==> config.mk <==
export PLATFORM = sky130hd
export DESIGN_NAME = shifting_queue_with_remove_by_value
export DESIGN_NICKNAME = d
export VERILOG_FILES = /design/src/sv/sqr_pkg.sv /design/src/sv/shifting_queue_with_remove_by_value.sv /design/src/sv/sqr_cell.sv
export SDC_FILE = /design/constraint.sdc
export NUM_CORES = 2
export LEC_CHECK = 0
export BUFFER_PORTS_ARGS = -buffer_cell sky130_fd_sc_hd__clkbuf_2
export CAP_MARGIN = 20
export CORE_MARGIN = 1.5
export CORE_UTILIZATION = 55
export DETAILED_ROUTE_END_ITERATION = 7
export PLACE_DENSITY = 0.72
export SETUP_SLACK_MARGIN = 0.05
export SYNTH_ARGS = -nofsm -noshare
export SYNTH_HDL_FRONTEND = slang
export SYNTH_SLANG_ARGS = --single-unit
==> constraint.sdc <==
create_clock -name i_clk -period 9.5 [get_ports i_clk]
set_clock_uncertainty 0.1 [all_clocks]
set_input_delay 0.475 -clock i_clk [delete_from_list [all_inputs] [get_ports i_clk]]
set_output_delay 0.475 -clock i_clk [all_outputs]
set_load 0.005 [all_outputs]
==> src/sv/sqr_pkg.sv <==
// ----------------------------------------------------------------------------
// sqr_pkg: shared types and codes for the shifting queue
// Operation and status codes, the cell command set and the controller state.
// ----------------------------------------------------------------------------
package sqr_pkg;

    localparam int DATA_W    = 32;
    localparam int OUT_POS_W = 4;
    localparam int DEPTH_DEF = 16;

    typedef enum logic [1:0] {
        OP_ENQ    = 2'd0,
        OP_DEQ    = 2'd1,
        OP_REMOVE = 2'd2,
        OP_NONE   = 2'd3
    } t_op;

    typedef enum logic [1:0] {
        ST_OK       = 2'd0,
        ST_FULL     = 2'd1,
        ST_EMPTY    = 2'd2,
        ST_NOTFOUND = 2'd3
    } t_status;

    typedef enum logic [2:0] {
        CMD_HOLD,
        CMD_ENQ,
        CMD_DEQ,
        CMD_REMOVE,
        CMD_ROTATE
    } t_cmd;

    typedef enum logic {
        S_IDLE,
        S_ROTATE
    } t_state;

    typedef struct packed {
        t_cmd               cmd;
        logic [DATA_W-1:0]  value;
    } t_cell_ctl;

endpackage

==> src/sv/shifting_queue_with_remove_by_value.sv <==
// ----------------------------------------------------------------------------
// shifting_queue_with_remove_by_value: packed queue with remove-by-value
// A row of DEPTH cells kept packed from slot 0, with enqueue, dequeue and
// removal of the first entry equal to a given value.
// ----------------------------------------------------------------------------
// Every beat's result is registered for the output channel. A remove that
// finds its value at slot p > 0 closes the gap in the cycle it is taken and
// then rotates the row by one slot per cycle until the entries after the match
// come first; no input beat is taken during the rotation. It moves one slot at
// a time because the cell row has the single neighbor-to-neighbor shift path.
// Entries start undefined; only slots below the count are ever compared or
// read.
// ----------------------------------------------------------------------------
module shifting_queue_with_remove_by_value #(
    parameter int DEPTH = sqr_pkg::DEPTH_DEF,
    parameter int CNT_W = $clog2(DEPTH + 1)
) (
    input  logic                          i_clk,
    input  logic                          i_rst_n,
    input  logic                          i_in_valid,
    output logic                          o_in_ready,
    input  logic [1:0]                    i_op,
    input  logic signed [sqr_pkg::DATA_W-1:0] i_value,
    output logic                          o_out_valid,
    input  logic                          i_out_ready,
    output logic [1:0]                    o_status,
    output logic [CNT_W-1:0]              o_count,
    output logic signed [sqr_pkg::DATA_W-1:0] o_value_out,
    output logic [sqr_pkg::OUT_POS_W-1:0] o_position
);
    import sqr_pkg::*;

    localparam int POS_W = (DEPTH > 2) ? $clog2(DEPTH) : 1;
    localparam logic [CNT_W-1:0] FULL_CNT = CNT_W'(DEPTH);

    t_state              r_state, n_state;
    logic [CNT_W-1:0]    r_count, n_count;
    logic [POS_W-1:0]    r_rot, n_rot;
    logic                r_out_valid, n_out_valid;
    t_status             r_status, n_status;
    logic [CNT_W-1:0]    r_o_count, n_o_count;
    logic [DATA_W-1:0]   r_value_out, n_value_out;
    logic [OUT_POS_W-1:0] r_position, n_position;

    t_cell_ctl           w_ctl;
    logic                w_accept;
    logic [DATA_W-1:0]   w_data  [DEPTH];
    logic                w_found [DEPTH+1];
    logic                w_first [DEPTH];
    logic [POS_W-1:0]    w_pos;
    logic [OUT_POS_W-1:0] w_pos_out;

    assign o_in_ready = (r_state == S_IDLE) && (!r_out_valid || i_out_ready);
    assign w_accept   = i_in_valid && o_in_ready;

    assign w_found[0] = 1'b0;

    for (genvar g = 0; g < DEPTH; g++) begin : g_cell
        logic [DATA_W-1:0] w_next;
        if (g == DEPTH - 1) begin : g_last
            assign w_next = w_data[g];
        end else begin : g_mid
            assign w_next = w_data[g+1];
        end
        sqr_cell #(
            .IDX   (g),
            .CNT_W (CNT_W)
        ) u_cell (
            .i_clk   (i_clk),
            .i_ctl   (w_ctl),
            .i_count (r_count),
            .i_next  (w_next),
            .i_head  (w_data[0]),
            .i_found (w_found[g]),
            .o_data  (w_data[g]),
            .o_found (w_found[g+1]),
            .o_first (w_first[g])
        );
    end

    // encode the single first-match slot
    always_comb begin
        w_pos     = '0;
        w_pos_out = '0;
        for (int k = 0; k < DEPTH; k++) begin
            if (w_first[k]) begin
                w_pos     = w_pos | POS_W'(k);
                w_pos_out = w_pos_out | OUT_POS_W'(k);
            end
        end
    end

    // next state
    always_comb begin
        n_state = r_state;
        n_rot   = r_rot;
        unique case (r_state)
            S_IDLE: begin
                if (w_accept && (t_op'(i_op) == OP_REMOVE) && w_found[DEPTH]
                        && (w_pos != '0)) begin
                    n_state = S_ROTATE;
                    n_rot   = w_pos;
                end
            end
            S_ROTATE: begin
                n_rot = r_rot - POS_W'(1);
                if (r_rot == POS_W'(1)) n_state = S_IDLE;
            end
            default: n_state = S_IDLE;
        endcase
    end

    // cell command, count and result
    always_comb begin
        w_ctl.value = i_value;
        w_ctl.cmd   = (r_state == S_ROTATE) ? CMD_ROTATE : CMD_HOLD;
        n_count     = r_count;
        n_out_valid = r_out_valid && !i_out_ready;
        n_status    = r_status;
        n_o_count   = r_o_count;
        n_value_out = r_value_out;
        n_position  = r_position;
        if (w_accept) begin
            n_out_valid = 1'b1;
            n_status    = ST_OK;
            n_value_out = '0;
            n_position  = '0;
            unique case (t_op'(i_op))
                OP_ENQ: begin
                    if (r_count == FULL_CNT) begin
                        n_status = ST_FULL;
                    end else begin
                        w_ctl.cmd = CMD_ENQ;
                        n_count   = r_count + CNT_W'(1);
                    end
                end
                OP_DEQ: begin
                    if (r_count == '0) begin
                        n_status = ST_EMPTY;
                    end else begin
                        w_ctl.cmd   = CMD_DEQ;
                        n_count     = r_count - CNT_W'(1);
                        n_value_out = w_data[0];
                    end
                end
                OP_REMOVE: begin
                    if (r_count == '0) begin
                        n_status = ST_EMPTY;
                    end else if (!w_found[DEPTH]) begin
                        n_status = ST_NOTFOUND;
                    end else begin
                        w_ctl.cmd   = CMD_REMOVE;
                        n_count     = r_count - CNT_W'(1);
                        n_value_out = i_value;
                        n_position  = w_pos_out;
                    end
                end
                OP_NONE: n_status = ST_OK;
                default: n_status = ST_OK;
            endcase
            n_o_count = n_count;
        end
    end

    always_ff @(posedge i_clk) begin
        if (!i_rst_n) begin
            r_state     <= S_IDLE;
            r_count     <= '0;
            r_rot       <= '0;
            r_out_valid <= 1'b0;
        end else begin
            r_state     <= n_state;
            r_count     <= n_count;
            r_rot       <= n_rot;
            r_out_valid <= n_out_valid;
        end
    end

    always_ff @(posedge i_clk) begin
        r_status    <= n_status;
        r_o_count   <= n_o_count;
        r_value_out <= n_value_out;
        r_position  <= n_position;
    end

    assign o_out_valid = r_out_valid;
    assign o_status    = r_status;
    assign o_count     = r_o_count;
    assign o_value_out = r_value_out;
    assign o_position  = r_position;

    a_count_bound: assert property (@(posedge i_clk) disable iff (!i_rst_n)
        r_count <= FULL_CNT)
        else $error("entry count above depth");

    a_count_moves_on_beat: assert property (@(posedge i_clk) disable iff (!i_rst_n)
        !w_accept |=> $stable(r_count))
        else $error("entry count changed without an input beat");

    a_rotate_blocks_input: assert property (@(posedge i_clk) disable iff (!i_rst_n)
        (r_state == S_ROTATE) |-> !o_in_ready)
        else $error("input taken during rotation");

    a_rotate_nonzero: assert property (@(posedge i_clk) disable iff (!i_rst_n)
        (r_state == S_ROTATE) |-> (r_rot != '0) && (r_count != '0))
        else $error("rotation with no steps left or empty row");

    a_single_match: assert property (@(posedge i_clk) disable iff (!i_rst_n)
        $countones(w_pos_out) <= OUT_POS_W && (w_found[DEPTH] || w_pos == '0))
        else $error("match position without a match");

endmodule

==> src/sv/sqr_cell.sv <==
// ----------------------------------------------------------------------------
// sqr_cell: one slot of the shifting queue
// Holds one entry, compares it against the search value and takes data from
// the input, its right-hand neighbor or the head as the command asks.
// ----------------------------------------------------------------------------
module sqr_cell #(
    parameter int IDX   = 0,
    parameter int CNT_W = 5
) (
    input  logic                      i_clk,
    input  sqr_pkg::t_cell_ctl        i_ctl,
    input  logic [CNT_W-1:0]          i_count,
    input  logic [sqr_pkg::DATA_W-1:0] i_next,
    input  logic [sqr_pkg::DATA_W-1:0] i_head,
    input  logic                      i_found,
    output logic [sqr_pkg::DATA_W-1:0] o_data,
    output logic                      o_found,
    output logic                      o_first
);
    import sqr_pkg::*;

    localparam logic [CNT_W-1:0] MY_IDX  = CNT_W'(IDX);
    localparam logic [CNT_W-1:0] MY_IDX1 = CNT_W'(IDX + 1);

    logic [DATA_W-1:0] r_data;
    logic [DATA_W-1:0] n_data;
    logic              w_valid;
    logic              w_match;

    assign w_valid = MY_IDX < i_count;
    assign w_match = w_valid && (r_data == i_ctl.value);
    assign o_found = i_found | w_match;
    assign o_first = w_match & ~i_found;
    assign o_data  = r_data;

    always_comb begin
        n_data = r_data;
        unique case (i_ctl.cmd)
            CMD_HOLD:   n_data = r_data;
            CMD_ENQ:    if (MY_IDX == i_count) n_data = i_ctl.value;
            CMD_DEQ:    n_data = i_next;
            // close the gap from the match onward
            CMD_REMOVE: if (o_found) n_data = i_next;
            // move the head to the tail, the rest one slot forward
            CMD_ROTATE: n_data = (MY_IDX1 == i_count) ? i_head : i_next;
            default:    n_data = r_data;
        endcase
    end

    always_ff @(posedge i_clk) begin
        r_data <= n_data;
    end

endmodule
==> summary.md <==
| Metric | Value |
|---|---|
| Asr flop ratio synth | 0 |
| Flops & latches, synth | about 570 |
| First-pass GRT wire length | around 190 mm |
| Largest area contributor in the netlist | edfxtp_1 |
| Hold path depth | 3 |
| Avg Cell Area, Syn | ~12 sq um |
| CP max stage cell | edfxtp_1 |
| Ant. Diodes | 0 |
| Yosys warnings | 0 |
| Synthesized area | about 33000 sq um |
| Clock Latency Late Sink | 0.64 ns |
| Setup Fix Bufs, Post-CTS | 0 |
| Worst r2r path cells | 10 |
| Main synth FF type | edfxtp_1 |
| Outcome | finished, violations left |
| Period utilisation layout | 0.624 |
| FF-to-FF End | g_cell[2].u_cell.o_data[16]$_DFFE_PP_ |
| Number of gates resized after cts | 0 |
| Worst endpoint required time | around 9.6 ns |
| Initial Utilization | 0.556 |
| Int Pwr | about 4.5 mW |
| Max transition margin | 0.150 |
| Core area | 60200 sq um |
| Number of synthesized flops with an enable pin | approximately 560 |
| Worst Setup End Kind | flop |
| Synthesized netlist net count | ~3000 |
| Tot Pwr | roughly 6.3 mW |
| Hold Path End | o_out_valid$_SDFF_PN0_ |
| Clock share of power | 0.394 |
| RSZ-0062 raised after global routing | no |
| Power per cell area | ~170 nW/um^2 |
| Final Hold Viols | 0 |
| CP startpoint kind | flop |
| Met3 routed WL | ~14 mm |
| Most frequent cells after synthesis | edfxtp_1, a221o_1, xor2_1, xnor2_1, nand2_1 |
| Hold slack | roughly 0.11 ns |
| Via Count | 27437 |
| Initial antenna violation count | 0 |
| CTS tree | yes |
| HP Start | i_out_ready |
| Fin crit period | roughly 6 ns |
| Post-DR wirelength/cell | around 38 microns |
| Slack of the worst reg-to-reg path | 3.57 ns |
| Sum Neg Setup Slack | 0 ns |
| CP max stage delay | ~0.98 ns |
| Combinational share of power | 0.140 |
| IO Count | 83 |
| Reg clk slew, reported paths | around 0.06 ns |
| Max Used Layer | met4 |
| FMAX | between 0.15 and 0.2 GHz |
| Routed Antenna Nets | 0 |
| Height of the die | around 250 microns |
| Max Root-Sink Buffers | 3 |
| DPL Wire Length | slightly above 100 mm |
| Share of power burned in registers | 0.466 |
| Synth top area cells | edfxtp_1, a221o_1, xor2_1 |
| Area grow syn2layout | 8.19% |
| CTS buffer count | 67 |
| Vias per cell | 7.52 |
| IO buf count | a little over 80 |
| WP data arrival | between 6 and 7 ns |
| # rows | 90 |
| Layout fillers | ~4700 |
| Switching share of power | 0.281 |
| Die area | just over 60000 sq um |
| Post-synth cell types | 79 |
| # clock sinks | about 570 |
| GRT Overall Usage | 0.432 |
| DRT Pass-1 Iters | 8 |
| Largest net degree at the start of global routing | 74 |
| Htree depth | 3 |
| Vias in the first global route | around 27000 |
| Worst Tran Pin Value | 1.26 ns |
| Layout cells sized above 1 | 0.107 |
| Worst vdd ir | 0.162 mV |
| Net Switching | 1.76 mW |
| Root cell of the clock tree | clkbuf_16 |
| Fin area | between 30000 and 40000 sq um |
| Static Leakage | around 12 nW |
| Failing checks | DRC |
| Share of the synthesized area in the top cell type | 0.498 |
| Top-count cell post-synth | edfxtp_1 |
| Starting DRT DRC Count | between 4000 and 5000 |
| Die W | between 200 and 250 microns |
| Fin util | 0.601 |
| Met2 Wirelength | about 65 mm |
| Routability Congestion | between 1 and 1.5 |
| Syn Inst Count | 2909 |
| Routed wire length | around 140 mm |
| Routed metal-1 wirelength | approximately 44 mm |
| Hold_buf cts | 0 |
| Placed cell area | between 30000 and 40000 sq um |
| Crit Path Class | reg2reg |
| Sequential-to-total area share from yosys stat | 0.504 |
| Final setup fails | 0 |
| Fin nets | ~2900 |
| Gr ovfl total | 0 |
| # DRC | 1 |
| Worst hold path type | in2reg |
| Pins over their slew limit | 0 |
| CP max FO | 32 |
| Max cap viols | 0 |
| R2r startpoint | g_cell[0].u_cell.o_data[26]$_DFFE_PP_ |
| Ordered cell list for the critical path | xor2_1, nor4_1, nand3_1, nor3_1, nand4bb_1, or3_1, o2111ai_2, buf_4, nand2_2, a2bb2oi_4 |
==> per-layer routing <==
metal	GRT usage	vias up
met2	0.725	2254
met4	0.377	0
li1	-	11231
met3	0.0698	525
met1	0.479	13427
met5	0	-
==> how the worst max path moves through the flow <==
stage                                          start                                      to  depth (start not counted)
3_3_place_gp                             i_value[21]  g_cell[12].u_cell.o_data[15]$_DFFE_PP_                         11
3_5_place_dp                             i_value[21]  g_cell[12].u_cell.o_data[13]$_DFFE_PP_                         11
2_1_floorplan                            i_out_ready   g_cell[12].u_cell.o_data[0]$_DFFE_PP_                         11
4_1_cts        g_cell[0].u_cell.o_data[26]$_DFFE_PP_  g_cell[12].u_cell.o_data[19]$_DFFE_PP_                         10
5_1_grt        g_cell[0].u_cell.o_data[26]$_DFFE_PP_   g_cell[2].u_cell.o_data[16]$_DFFE_PP_                         10
6_report       g_cell[0].u_cell.o_data[26]$_DFFE_PP_   g_cell[2].u_cell.o_data[16]$_DFFE_PP_                         10
==> logic make-up (layout without fill, tap and decap cells) <==
logic type / Yosys count / after routing / share of synthesized area
xor+xnor: 518 / 518 / 0.135
mux: 1 / 1 / 0.000299
fa+ha+maj: 11 / 11 / 0.00411
flops: 566 / 566 / 0.504
buf+inv: 316 / 273 / 0.0428
compound gates: 671 / 671 / 0.181
simple gates: 826 / 826 / 0.132
==> layout make-up <==
| type | instances | area, sq um | share of cell area |
|---|---|---|---|
| inverters | 16 | 60.1 | 0.00166 |
| well taps | 782 | 978 | 0.0270 |
| clock buffers | 92 | 1810 | 0.0500 |
| repair buffers | 138 | 876 | 0.0242 |
| flip-flops and latches | 566 | 16900 | 0.466 |
| clock inverters | 27 | 216 | 0.00597 |
| multi-input cells | 2027 | 15400 | 0.425 |
==> layout by cell type, fill, tap and decap left out, types with 16 or more instances in the layout <==
| master | synthesis | final |
|---|---|---|
| a21o_1 | 37 | 36 |
| nand3_1 | 75 | 75 |
| nand4_1 | 100 | 100 |
| a21oi_1 | 46 | 37 |
| clkbuf_1 | 150 | 22 |
| buf_4 | 19 | 49 |
| nor2_1 | 144 | 144 |
| a21boi_0 | 33 | 33 |
| edfxtp_1 | 555 | 555 |
| and3_1 | 24 | 23 |
| clkbuf_16 | 0 | 68 |
| a211o_1 | 57 | 57 |
| nor4_1 | 141 | 139 |
| a21oi_2 | 28 | 29 |
| xor2_1 | 330 | 330 |
| clkbuf_2 | 0 | 82 |
| xnor2_1 | 188 | 188 |
| inv_1 | 16 | 16 |
| nand2b_1 | 38 | 38 |
| nand2_1 | 159 | 158 |
| nor3_1 | 36 | 36 |
| a221o_1 | 392 | 392 |
==> stage by stage <==
step                      setup WS (ns)  cells
after floorplan                    3.64   2909
after global placement             3.41   3522
after detailed placement           3.50   3524
after CTS                          3.67   3643
after global routing               3.50   3648
final                              3.57   3648
==> power groups by stage <==
stage / combinational, mW / clock [mW] / sequential [mW]
6_report: 0.878 / 2.47 / 2.92
5_1_grt: 0.900 / 2.56 / 2.93
4_1_cts: 0.837 / 2.47 / 2.92
3_5_place_dp: 0.833 / 0 / 2.97
3_3_place_gp: 0.824 / 0 / 2.97
2_1_floorplan: 0.542 / 0 / 2.94
==> critical path: cells and delay by family, from the launching register on <==
family / cells / cell delay [ns]
and+or+nand+nor: 6 / 2.86
AOI/OAI and AO/OA: 2 / 0.98
xor gates and xnor gates: 1 / 0.30
buffers and inverters: 1 / 0.27
DFF: 1 / 0.98
==> state kept, by name (all words and copies together), names as in the netlist <==
name                  flops
g_cell.u_cell.o_data    512
o_count                   5
o_out_valid               1
o_position                4
o_status                  2
o_value_out              32
r_count                   5
r_rot                     4
r_state                   1
Note: power is estimated with default switching activity, not from simulation.
